[src/rtl/tlr_pkg.sv]
`timescale 1ns / 1ps
// ----------------------------------------------------------------------------
// tlr_pkg
// Shared constants and types for the thick line rasterizer.
// ----------------------------------------------------------------------------
package tlr_pkg;

  // Default widths handed to the top level
  localparam int COORD_BITS_DEF = 12;
  localparam int THICK_BITS_DEF = 5;

  // Fixed field widths
  localparam int FRAME_W = 12;
  localparam int PIX_W   = 11;
  localparam int COLOR_W = 24;

  // Largest usable frame size: pixel coordinates are PIX_W bits
  localparam logic [FRAME_W-1:0] PIX_LIMIT = FRAME_W'(2048);

  // Frame size after reset
  localparam logic [FRAME_W-1:0] FRAME_WIDTH_RST  = FRAME_W'(1024);
  localparam logic [FRAME_W-1:0] FRAME_HEIGHT_RST = FRAME_W'(768);

  // Input action codes
  localparam logic ACT_START = 1'b0;
  localparam logic ACT_TICK  = 1'b1;

  // Configuration register indexes
  localparam int CFG_IDX_W = 1;
  localparam logic [CFG_IDX_W-1:0] REG_FRAME_WIDTH  = 1'b0;
  localparam logic [CFG_IDX_W-1:0] REG_FRAME_HEIGHT = 1'b1;

  // Status of one step of the brush walk
  typedef struct packed {
    logic in_frame; // pixel lies in the frame
    logic done;     // last offset of the end point
    logic wrap_j;   // inner offset wraps
    logic wrap_i;   // outer offset wraps, point moves or line ends
  } step_ctl_t;

endpackage

[src/rtl/thick_line_rasterizer_core.sv]
`timescale 1ns / 1ps
// ----------------------------------------------------------------------------
// thick_line_rasterizer_core
// Bresenham line walk with a square brush, one pixel write per tick.
// ----------------------------------------------------------------------------
// A tick transaction shows its pixel write in the cycle after acceptance.
// Throughput: one transaction per cycle while in_ready is high; the walk state
//   and the output register both update in the accepting cycle, one brush
//   offset per step. Starts give no result. Ticks while idle give no result.
// Reset (rst_n low, synchronous) clears busy, the offset counters and the
//   output valid, and sets the frame to 1024 x 768.
// ----------------------------------------------------------------------------
module thick_line_rasterizer_core #(
  parameter int COORD_BITS = tlr_pkg::COORD_BITS_DEF,
  parameter int THICK_BITS = tlr_pkg::THICK_BITS_DEF
) (
  input  logic                                clk,
  input  logic                                rst_n,
  // configuration
  input  logic                                cfg_valid,
  output logic                                cfg_ready,
  input  logic [tlr_pkg::CFG_IDX_W-1:0]       cfg_index,
  input  logic [tlr_pkg::FRAME_W-1:0]         cfg_data,
  // input items
  input  logic                                in_valid,
  output logic                                in_ready,
  input  logic                                in_action,
  input  logic signed [COORD_BITS-1:0]        in_start_x,
  input  logic signed [COORD_BITS-1:0]        in_start_y,
  input  logic signed [COORD_BITS-1:0]        in_end_x,
  input  logic signed [COORD_BITS-1:0]        in_end_y,
  input  logic [tlr_pkg::COLOR_W-1:0]         in_color_rgb,
  input  logic [THICK_BITS-1:0]               in_thickness,
  // results
  output logic                                out_valid,
  input  logic                                out_ready,
  output logic                                out_write_enable,
  output logic [tlr_pkg::PIX_W-1:0]           out_pixel_x,
  output logic [tlr_pkg::PIX_W-1:0]           out_pixel_y,
  output logic [tlr_pkg::COLOR_W-1:0]         out_pixel_color,
  output logic                                out_line_done
);
  import tlr_pkg::*;

  localparam int ERR_W = COORD_BITS + 3;

  // configuration registers
  logic [FRAME_W-1:0] frame_width_r, frame_height_r;

  // walk state
  logic                         busy_r;
  logic signed [COORD_BITS-1:0] cur_x_r, cur_y_r, goal_x_r, goal_y_r;
  logic        [COORD_BITS-1:0] delta_x_r, delta_y_r;
  logic                         step_x_neg_r, step_y_neg_r;
  logic signed [ERR_W-1:0]      error_r;
  logic        [THICK_BITS-1:0] half_r, offset_i_r, offset_j_r;
  logic        [COLOR_W-1:0]    color_r;

  // output register
  logic               out_valid_r;
  logic               out_we_r, out_done_r;
  logic [PIX_W-1:0]   out_x_r, out_y_r;
  logic [COLOR_W-1:0] out_color_r;

  // setup results
  logic        [COORD_BITS-1:0] su_dx, su_dy;
  logic                         su_sx_neg, su_sy_neg;
  logic signed [ERR_W-1:0]      su_err;
  logic        [THICK_BITS-1:0] su_half;

  // step results
  logic [PIX_W-1:0]             st_x, st_y;
  step_ctl_t                    st_ctl;
  logic signed [COORD_BITS-1:0] cur_x_nxt, cur_y_nxt;
  logic signed [ERR_W-1:0]      error_nxt;
  logic        [THICK_BITS-1:0] offset_i_nxt, offset_j_nxt;

  logic accept, take_start, take_tick;

  assign cfg_ready  = 1'b1;
  assign in_ready   = !out_valid_r || out_ready;
  assign accept     = in_valid && in_ready;
  assign take_start = accept && (in_action == ACT_START);
  assign take_tick  = accept && (in_action == ACT_TICK) && busy_r;

  tlr_setup #(
    .COORD_BITS (COORD_BITS),
    .THICK_BITS (THICK_BITS),
    .ERR_W      (ERR_W)
  ) u_setup (
    .start_x    (in_start_x),
    .start_y    (in_start_y),
    .end_x      (in_end_x),
    .end_y      (in_end_y),
    .thickness  (in_thickness),
    .delta_x    (su_dx),
    .delta_y    (su_dy),
    .step_x_neg (su_sx_neg),
    .step_y_neg (su_sy_neg),
    .error_init (su_err),
    .half_size  (su_half)
  );

  tlr_step #(
    .COORD_BITS (COORD_BITS),
    .THICK_BITS (THICK_BITS),
    .ERR_W      (ERR_W)
  ) u_step (
    .cur_x        (cur_x_r),
    .cur_y        (cur_y_r),
    .goal_x       (goal_x_r),
    .goal_y       (goal_y_r),
    .delta_x      (delta_x_r),
    .delta_y      (delta_y_r),
    .step_x_neg   (step_x_neg_r),
    .step_y_neg   (step_y_neg_r),
    .error_term   (error_r),
    .half_size    (half_r),
    .offset_i     (offset_i_r),
    .offset_j     (offset_j_r),
    .frame_width  (frame_width_r),
    .frame_height (frame_height_r),
    .pixel_x      (st_x),
    .pixel_y      (st_y),
    .ctl          (st_ctl),
    .cur_x_nxt    (cur_x_nxt),
    .cur_y_nxt    (cur_y_nxt),
    .error_nxt    (error_nxt),
    .offset_i_nxt (offset_i_nxt),
    .offset_j_nxt (offset_j_nxt)
  );

  // Configuration writes
  always_ff @(posedge clk) begin
    if (!rst_n) begin
      frame_width_r  <= FRAME_WIDTH_RST;
      frame_height_r <= FRAME_HEIGHT_RST;
    end else if (cfg_valid && cfg_ready) begin
      unique case (cfg_index)
        REG_FRAME_WIDTH:  frame_width_r  <= cfg_data;
        REG_FRAME_HEIGHT: frame_height_r <= cfg_data;
        default: ;
      endcase
    end
  end

  // Walk control
  always_ff @(posedge clk) begin
    if (!rst_n) begin
      busy_r     <= 1'b0;
      offset_i_r <= '0;
      offset_j_r <= '0;
    end else if (take_start) begin
      busy_r     <= 1'b1;
      offset_i_r <= '0;
      offset_j_r <= '0;
    end else if (take_tick) begin
      busy_r     <= !st_ctl.done;
      offset_i_r <= offset_i_nxt;
      offset_j_r <= offset_j_nxt;
    end
  end

  // Walk payload
  always_ff @(posedge clk) begin
    if (take_start) begin
      cur_x_r      <= in_start_x;
      cur_y_r      <= in_start_y;
      goal_x_r     <= in_end_x;
      goal_y_r     <= in_end_y;
      delta_x_r    <= su_dx;
      delta_y_r    <= su_dy;
      step_x_neg_r <= su_sx_neg;
      step_y_neg_r <= su_sy_neg;
      error_r      <= su_err;
      half_r       <= su_half;
      color_r      <= in_color_rgb;
    end else if (take_tick) begin
      cur_x_r <= cur_x_nxt;
      cur_y_r <= cur_y_nxt;
      error_r <= error_nxt;
    end
  end

  // Output register: load on a busy tick, drop when taken
  always_ff @(posedge clk) begin
    if (!rst_n) begin
      out_valid_r <= 1'b0;
    end else if (take_tick) begin
      out_valid_r <= 1'b1;
    end else if (out_ready) begin
      out_valid_r <= 1'b0;
    end
  end

  always_ff @(posedge clk) begin
    if (take_tick) begin
      out_we_r    <= st_ctl.in_frame;
      out_x_r     <= st_ctl.in_frame ? st_x : '0;
      out_y_r     <= st_ctl.in_frame ? st_y : '0;
      out_color_r <= st_ctl.in_frame ? color_r : '0;
      out_done_r  <= st_ctl.done;
    end
  end

  assign out_valid        = out_valid_r;
  assign out_write_enable = out_we_r;
  assign out_pixel_x      = out_x_r;
  assign out_pixel_y      = out_y_r;
  assign out_pixel_color  = out_color_r;
  assign out_line_done    = out_done_r;

  // A new result only follows a tick accepted while a line was running
  a_result_from_tick: assert property (@(posedge clk) disable iff (!rst_n)
    $rose(out_valid_r) |-> $past(take_tick))
    else $error("result appeared without a busy tick");

  // Offset counters never pass the square side
  a_offset_bound: assert property (@(posedge clk) disable iff (!rst_n)
    busy_r |-> (offset_i_r <= (half_r << 1)) && (offset_j_r <= (half_r << 1)))
    else $error("brush offset out of range");

  // A finished line leaves the block idle
  a_done_idle: assert property (@(posedge clk) disable iff (!rst_n)
    take_tick && st_ctl.done && !take_start |=> !busy_r)
    else $error("line done but still busy");

  // Clipped writes carry zero payload
  a_clip_zero: assert property (@(posedge clk) disable iff (!rst_n)
    out_valid_r && !out_we_r |-> (out_x_r == '0) && (out_y_r == '0) && (out_color_r == '0))
    else $error("clipped write with nonzero payload");

endmodule

[src/rtl/tlr_setup.sv]
`timescale 1ns / 1ps
// ----------------------------------------------------------------------------
// tlr_setup
// Decodes a start transaction into the Bresenham walk parameters.
// ----------------------------------------------------------------------------
module tlr_setup #(
  parameter int COORD_BITS = tlr_pkg::COORD_BITS_DEF,
  parameter int THICK_BITS = tlr_pkg::THICK_BITS_DEF,
  parameter int ERR_W      = COORD_BITS + 3
) (
  input  logic signed [COORD_BITS-1:0] start_x,
  input  logic signed [COORD_BITS-1:0] start_y,
  input  logic signed [COORD_BITS-1:0] end_x,
  input  logic signed [COORD_BITS-1:0] end_y,
  input  logic        [THICK_BITS-1:0] thickness,
  output logic        [COORD_BITS-1:0] delta_x,
  output logic        [COORD_BITS-1:0] delta_y,
  output logic                         step_x_neg,
  output logic                         step_y_neg,
  output logic signed [ERR_W-1:0]      error_init,
  output logic        [THICK_BITS-1:0] half_size
);
  import tlr_pkg::*;

  logic signed [COORD_BITS:0] diff_x;
  logic signed [COORD_BITS:0] diff_y;
  logic [ERR_W-1:0]           half_dx;
  logic [ERR_W-1:0]           half_dy;

  always_comb begin
    if (end_x > start_x) begin
      diff_x = (COORD_BITS+1)'(end_x) - (COORD_BITS+1)'(start_x);
    end else begin
      diff_x = (COORD_BITS+1)'(start_x) - (COORD_BITS+1)'(end_x);
    end
    if (end_y > start_y) begin
      diff_y = (COORD_BITS+1)'(end_y) - (COORD_BITS+1)'(start_y);
    end else begin
      diff_y = (COORD_BITS+1)'(start_y) - (COORD_BITS+1)'(end_y);
    end
  end

  assign delta_x    = diff_x[COORD_BITS-1:0];
  assign delta_y    = diff_y[COORD_BITS-1:0];
  assign step_x_neg = !(start_x < end_x);
  assign step_y_neg = !(start_y < end_y);

  // Halve toward zero: dx/2 when delta_x > delta_y, else -(dy/2)
  assign half_dx = {{(ERR_W-COORD_BITS+1){1'b0}}, delta_x[COORD_BITS-1:1]};
  assign half_dy = {{(ERR_W-COORD_BITS+1){1'b0}}, delta_y[COORD_BITS-1:1]};
  assign error_init = (delta_x > delta_y) ? $signed(half_dx) : -$signed(half_dy);

  assign half_size = thickness >> 1;

endmodule

[src/rtl/tlr_step.sv]
`timescale 1ns / 1ps
// ----------------------------------------------------------------------------
// tlr_step
// One brush offset per tick: pixel position, frame clip and next walk state.
// ----------------------------------------------------------------------------
module tlr_step #(
  parameter int COORD_BITS = tlr_pkg::COORD_BITS_DEF,
  parameter int THICK_BITS = tlr_pkg::THICK_BITS_DEF,
  parameter int ERR_W      = COORD_BITS + 3
) (
  input  logic signed [COORD_BITS-1:0]       cur_x,
  input  logic signed [COORD_BITS-1:0]       cur_y,
  input  logic signed [COORD_BITS-1:0]       goal_x,
  input  logic signed [COORD_BITS-1:0]       goal_y,
  input  logic        [COORD_BITS-1:0]       delta_x,
  input  logic        [COORD_BITS-1:0]       delta_y,
  input  logic                               step_x_neg,
  input  logic                               step_y_neg,
  input  logic signed [ERR_W-1:0]            error_term,
  input  logic        [THICK_BITS-1:0]       half_size,
  input  logic        [THICK_BITS-1:0]       offset_i,
  input  logic        [THICK_BITS-1:0]       offset_j,
  input  logic        [tlr_pkg::FRAME_W-1:0] frame_width,
  input  logic        [tlr_pkg::FRAME_W-1:0] frame_height,
  output logic        [tlr_pkg::PIX_W-1:0]   pixel_x,
  output logic        [tlr_pkg::PIX_W-1:0]   pixel_y,
  output tlr_pkg::step_ctl_t                 ctl,
  output logic signed [COORD_BITS-1:0]       cur_x_nxt,
  output logic signed [COORD_BITS-1:0]       cur_y_nxt,
  output logic signed [ERR_W-1:0]            error_nxt,
  output logic        [THICK_BITS-1:0]       offset_i_nxt,
  output logic        [THICK_BITS-1:0]       offset_j_nxt
);
  import tlr_pkg::*;

  localparam int XW = (COORD_BITS + 2 > FRAME_W + 1) ? COORD_BITS + 2 : FRAME_W + 1;

  logic [XW-1:0]         cx_e, cy_e, oi_e, oj_e, half_e;
  logic [XW-1:0]         xi, yj;
  logic [FRAME_W-1:0]    fw_lim, fh_lim;
  logic                  in_x, in_y;
  logic [THICK_BITS-1:0] side;
  logic                  at_goal;
  logic signed [ERR_W-1:0] dx_e, dy_e;
  logic                  move_x, move_y;

  assign cx_e   = {{(XW-COORD_BITS){cur_x[COORD_BITS-1]}}, cur_x};
  assign cy_e   = {{(XW-COORD_BITS){cur_y[COORD_BITS-1]}}, cur_y};
  assign oi_e   = {{(XW-THICK_BITS){1'b0}}, offset_i};
  assign oj_e   = {{(XW-THICK_BITS){1'b0}}, offset_j};
  assign half_e = {{(XW-THICK_BITS){1'b0}}, half_size};

  assign xi = cx_e + oi_e - half_e;
  assign yj = cy_e + oj_e - half_e;

  assign fw_lim = (frame_width  > PIX_LIMIT) ? PIX_LIMIT : frame_width;
  assign fh_lim = (frame_height > PIX_LIMIT) ? PIX_LIMIT : frame_height;

  assign in_x = !xi[XW-1] && (xi < {{(XW-FRAME_W){1'b0}}, fw_lim});
  assign in_y = !yj[XW-1] && (yj < {{(XW-FRAME_W){1'b0}}, fh_lim});

  assign pixel_x = xi[PIX_W-1:0];
  assign pixel_y = yj[PIX_W-1:0];

  assign side    = half_size << 1;
  assign at_goal = (cur_x == goal_x) && (cur_y == goal_y);

  assign ctl.in_frame = in_x && in_y;
  assign ctl.wrap_j   = !(offset_j < side);
  assign ctl.wrap_i   = ctl.wrap_j && !(offset_i < side);
  assign ctl.done     = ctl.wrap_i && at_goal;

  assign dx_e = $signed({{(ERR_W-COORD_BITS){1'b0}}, delta_x});
  assign dy_e = $signed({{(ERR_W-COORD_BITS){1'b0}}, delta_y});

  // Bresenham error rule, applied only when a full square is finished
  assign move_x = ctl.wrap_i && !at_goal && (error_term > -dx_e);
  assign move_y = ctl.wrap_i && !at_goal && (error_term < dy_e);

  always_comb begin
    error_nxt = error_term;
    cur_x_nxt = cur_x;
    cur_y_nxt = cur_y;
    if (move_x) begin
      error_nxt = error_nxt - dy_e;
      cur_x_nxt = step_x_neg ? cur_x - COORD_BITS'(1) : cur_x + COORD_BITS'(1);
    end
    if (move_y) begin
      error_nxt = error_nxt + dx_e;
      cur_y_nxt = step_y_neg ? cur_y - COORD_BITS'(1) : cur_y + COORD_BITS'(1);
    end
  end

  always_comb begin
    offset_j_nxt = ctl.wrap_j ? '0 : offset_j + THICK_BITS'(1);
    offset_i_nxt = offset_i;
    if (ctl.wrap_j) begin
      offset_i_nxt = ctl.wrap_i ? '0 : offset_i + THICK_BITS'(1);
    end
  end

endmodule

[config.mk]
export PLATFORM = sky130hd
export DESIGN_NAME = thick_line_rasterizer_core
export DESIGN_NICKNAME = d
export VERILOG_FILES = /design/src/rtl/tlr_pkg.sv /design/src/rtl/thick_line_rasterizer_core.sv /design/src/rtl/tlr_setup.sv /design/src/rtl/tlr_step.sv
export SDC_FILE = /design/constraint.sdc
export NUM_CORES = 1
export LEC_CHECK = 0
export BUFFER_PORTS_ARGS = -buffer_cell sky130_fd_sc_hd__buf_4
export CAP_MARGIN = 30
export CORE_UTILIZATION = 65
export DETAILED_ROUTE_END_ITERATION = 10
export PLACE_DENSITY = 0.86
export SYNTH_ARGS = -nofsm -noshare
export SYNTH_HDL_FRONTEND = slang
export SYNTH_SLANG_ARGS = --single-unit
[constraint.sdc]
create_clock -name clk -period 10.85 [get_ports clk]
set_clock_uncertainty 0.05 [all_clocks]
set_input_delay 0.5425 -clock clk [delete_from_list [all_inputs] [get_ports clk]]
set_output_delay 0.5425 -clock clk [all_outputs]
set_load 0.02 [all_outputs]
==> results.md <==
- Vias in the first global route: 12492
- Commonest cells after routing, fill and taps aside: ha_1 (171), edfxtp_1 (165), buf_4 (153)
- Top-level port count: 147
- Final critical-path required period: 6350 ps
- Worst setup path category: register to register
- First-pass GRT wire length: 61.7 mm
- Period Utilization, post-route: 0.586
- Path category of the worst min-delay check: input port to register
- Total gr overflow: 0
- Maximum capacitance violations: 0
- Fill count: 1571
- Die Footprint: 24100 sq um
- Maximum clock rate: 157 MHz
- Yosys reg bits: 201
- Final-report hold violation count: 0
- Synthesized Nets: 1891
- Fraction of final layout cells sized beyond drive strength 1: 0.133
- Number of cells upsized or downsized after cts: 0
- Worst relative slew slack: 0.445
- Pre-Repair DR Iteration Count: 5
- Cell types occupying the most area after synthesis: edfxtp_1 (32%), ha_1 (14%), dfxtp_1 (4.7%), xnor2_1 (4.7%), nand2_1 (3.5%)
- Number of flops mapped to enable cells by yosys: 165
- CTS hold repair buffers: 0
- Die height: 155 microns
- Async set or reset register ratio after synthesis: 0
- Clock tree root buffer cell: clkbuf_16
- Largest driver fanout on the critical path: 22
- Routed wire length per instance: 18.6 microns
- Area Overhead vs Synth: 13.7%
- Total number of H-tree levels: 1
- Outcome: finished clean
- Wire length after detailed routing: 38.5 mm
- Post-CTS clock slew at the launch and capture registers of the worst setup and hold paths: 70 ps
- Top FF cell, synth: edfxtp_1
- Final TNS setup: 0 ps
- Antenna violations before repair: 0
- Post-synthesis area per instance: 9.48 sq um
- Antenna Violating Nets Remaining: 0
- Lkg Pwr: 0.00763 uW
- Insertion delay of the later-clocked pin in the worst-skew pair: 520 ps
- Most frequent standard cell in the layout excluding fill and tap cells: ha_1
- Critical Path Source Type: register
- Final net count: 2018
- I/O Buffers: 144
- Worst Setup End Kind: register
- Die boundary width: 155 microns
- Critical path data required time: 11040 ps
- CTS tree: done
- Final setup fails: 0
- Setup repair after global routing missed its margin: false
- Arrival @ worst endpoint: 6540 ps
- Largest area contributor in the netlist: edfxtp_1
- Post-synthesis instance area: 15300 sq um
- Total power density per cell area: 138 nW/um^2
- TritonCTS Buffers: 22
- Initial cell density of the core: 0.669
- Slew @ Worst Pin: 827 ps
- Total number of vias: 12693
- Deepest clock path buffer count: 3
- Pin count of the biggest net entering global routing: 72
- Clock sink count: 201
- Pins Over Slew Limit: 0
- Post-CTS Repair Setup Buffers: 0
- Count of antenna diodes in the layout: 0
- Detailed Route Iter0 Violations: 968
- Fraction of synthesized cell area taken by the top area cell type: 0.324
- Core Box Area: 22800 sq um
- Overall global routing resource usage: 0.322
- Post-route DRC: 0
- IR drop worst, VDD: 98.2 uV
- Post-DR vias/cell: 6.14
- Sequential element share of the synthesized area: 0.371
- RD Place Congestion: 0.983
- Post-Syn Instances: 1612
- Synth Warn #: 0
- Final Hold Slack: 147 ps
- Dpl hpwl: 29.4 mm
- Number of core rows: 55
- Unique cell type count in the Yosys netlist: 82
-- per-stage QoR --
stage	util	cells	instance area (sq um)	setup slack, ps	total power, uW
after floorplan	-	1612	15300	5230	1450
after global placement	0.727	2026	16600	4680	1610
after detailed placement	0.729	2028	16600	4630	1640
after CTS	0.761	2067	17400	4560	2400
after global routing	0.761	2067	17400	3990	2520
final	0.761	2067	17400	4500	2410
-- layer usage --
layer  up-vias  GRT usage  routed length, microns  part of all wire
met3       116     0.0384                    2690             0.070
met5         -          0                       0                 0
li1       6050          -                       -                 -
met4         0      0.142                    1600             0.042
met1      6022      0.398                   15400              0.40
met2       505      0.565                   18800              0.49
-- Yosys cell counts, types with 4 or more instances --
master and instances:
o31ai_1 17, and2_1 10, nand2_1 143, nand2b_1 21, dfxtp_1 36, o21a_1 18
a31oi_1 6, mux2_2 7, or2_2 6, o211ai_1 10, a21o_1 36, buf_2 9
clkbuf_1 37, o31a_1 7, a211o_1 4, o21bai_1 5, or3_1 11, nor3_1 30
ha_1 171, o21ai_1 6, o21ai_0 80, a21boi_0 36, inv_1 142, nor2b_1 23
nor2_1 109, nor4_1 14, nand3_1 22, nand4_1 29, a21oi_1 90, a211oi_1 14
xnor2_1 82, and3_1 45, o41ai_1 6, fa_1 12, o2111ai_1 6, edfxtp_1 165
xor2_1 48, mux2i_1 25
-- worst max-delay path: stages (launching register included) --
cell      delay, ps
edfxtp_1        480
or4_1           570
nor3_1          210
nand2_1         170
o41ai_1         290
o21ai_0         150
ha_1            310
nand4_1         100
nor4_1          380
a21oi_1         110
nand3_1         100
buf_4           260
mux2_2          410
fa_1            430
a21o_1          200
a21oi_1         230
nor2_1           90
o31a_1          270
nor4b_1         410
o31ai_1         210
a41oi_1         250
a311oi_1         90
xnor2_1         210
o21ai_1          70
-- logic make-up (layout without fill, tap and decap cells) --
kind of cell               count (synthesis)  in the layout  synth area share
other                                      1              1          0.000245
AOI/OAI and AO/OA                        378            378             0.164
muxes                                     34             34            0.0233
buffers and inverters                    197            339            0.0503
and+or+nand+nor                          485            485             0.157
xor gates and xnor gates                 133            133            0.0777
adders and majority gates                183            183             0.156
DFF                                      201            201             0.371
-- path summary, 6_finish.rpt --
check / startpoint / end / slack (ps) / depth (start not counted)
setup / recovery: delta_x_r[2] / error_r[14] / 4500 / 23
hold reg to reg: frame_height_r[11] / frame_height_r[11] / 420 / 2
setup reg to reg: delta_x_r[2] / error_r[14] / 4500 / 23
hold / removal: in_thickness[4] / half_r[3] / 150 / 1
-- layout make-up --
class                           count  area [sq um]  area share
Tap cell                          313           392      0.0225
Clock buffer                       26           597      0.0343
Clock inverter                     13           140     0.00806
Sequential cell                   201          5680       0.326
Inverter                          146           558      0.0321
Timing Repair Buffer              154          1170      0.0672
Multi-Input combinational cell   1214          8850       0.509
-- where the power goes --
| part | total (uW) | leakage, uW | internal [uW] | switching, uW |
|---|---|---|---|---|
| Clock | 758 | 0.000357 | 444 | 314 |
| Sequential | 925 | 0.00191 | 888 | 36.5 |
| Combinational | 725 | 0.00537 | 301 | 424 |
| Total | 2410 | 0.00763 | 1630 | 774 |
Power figures use the tool's default switching activity.
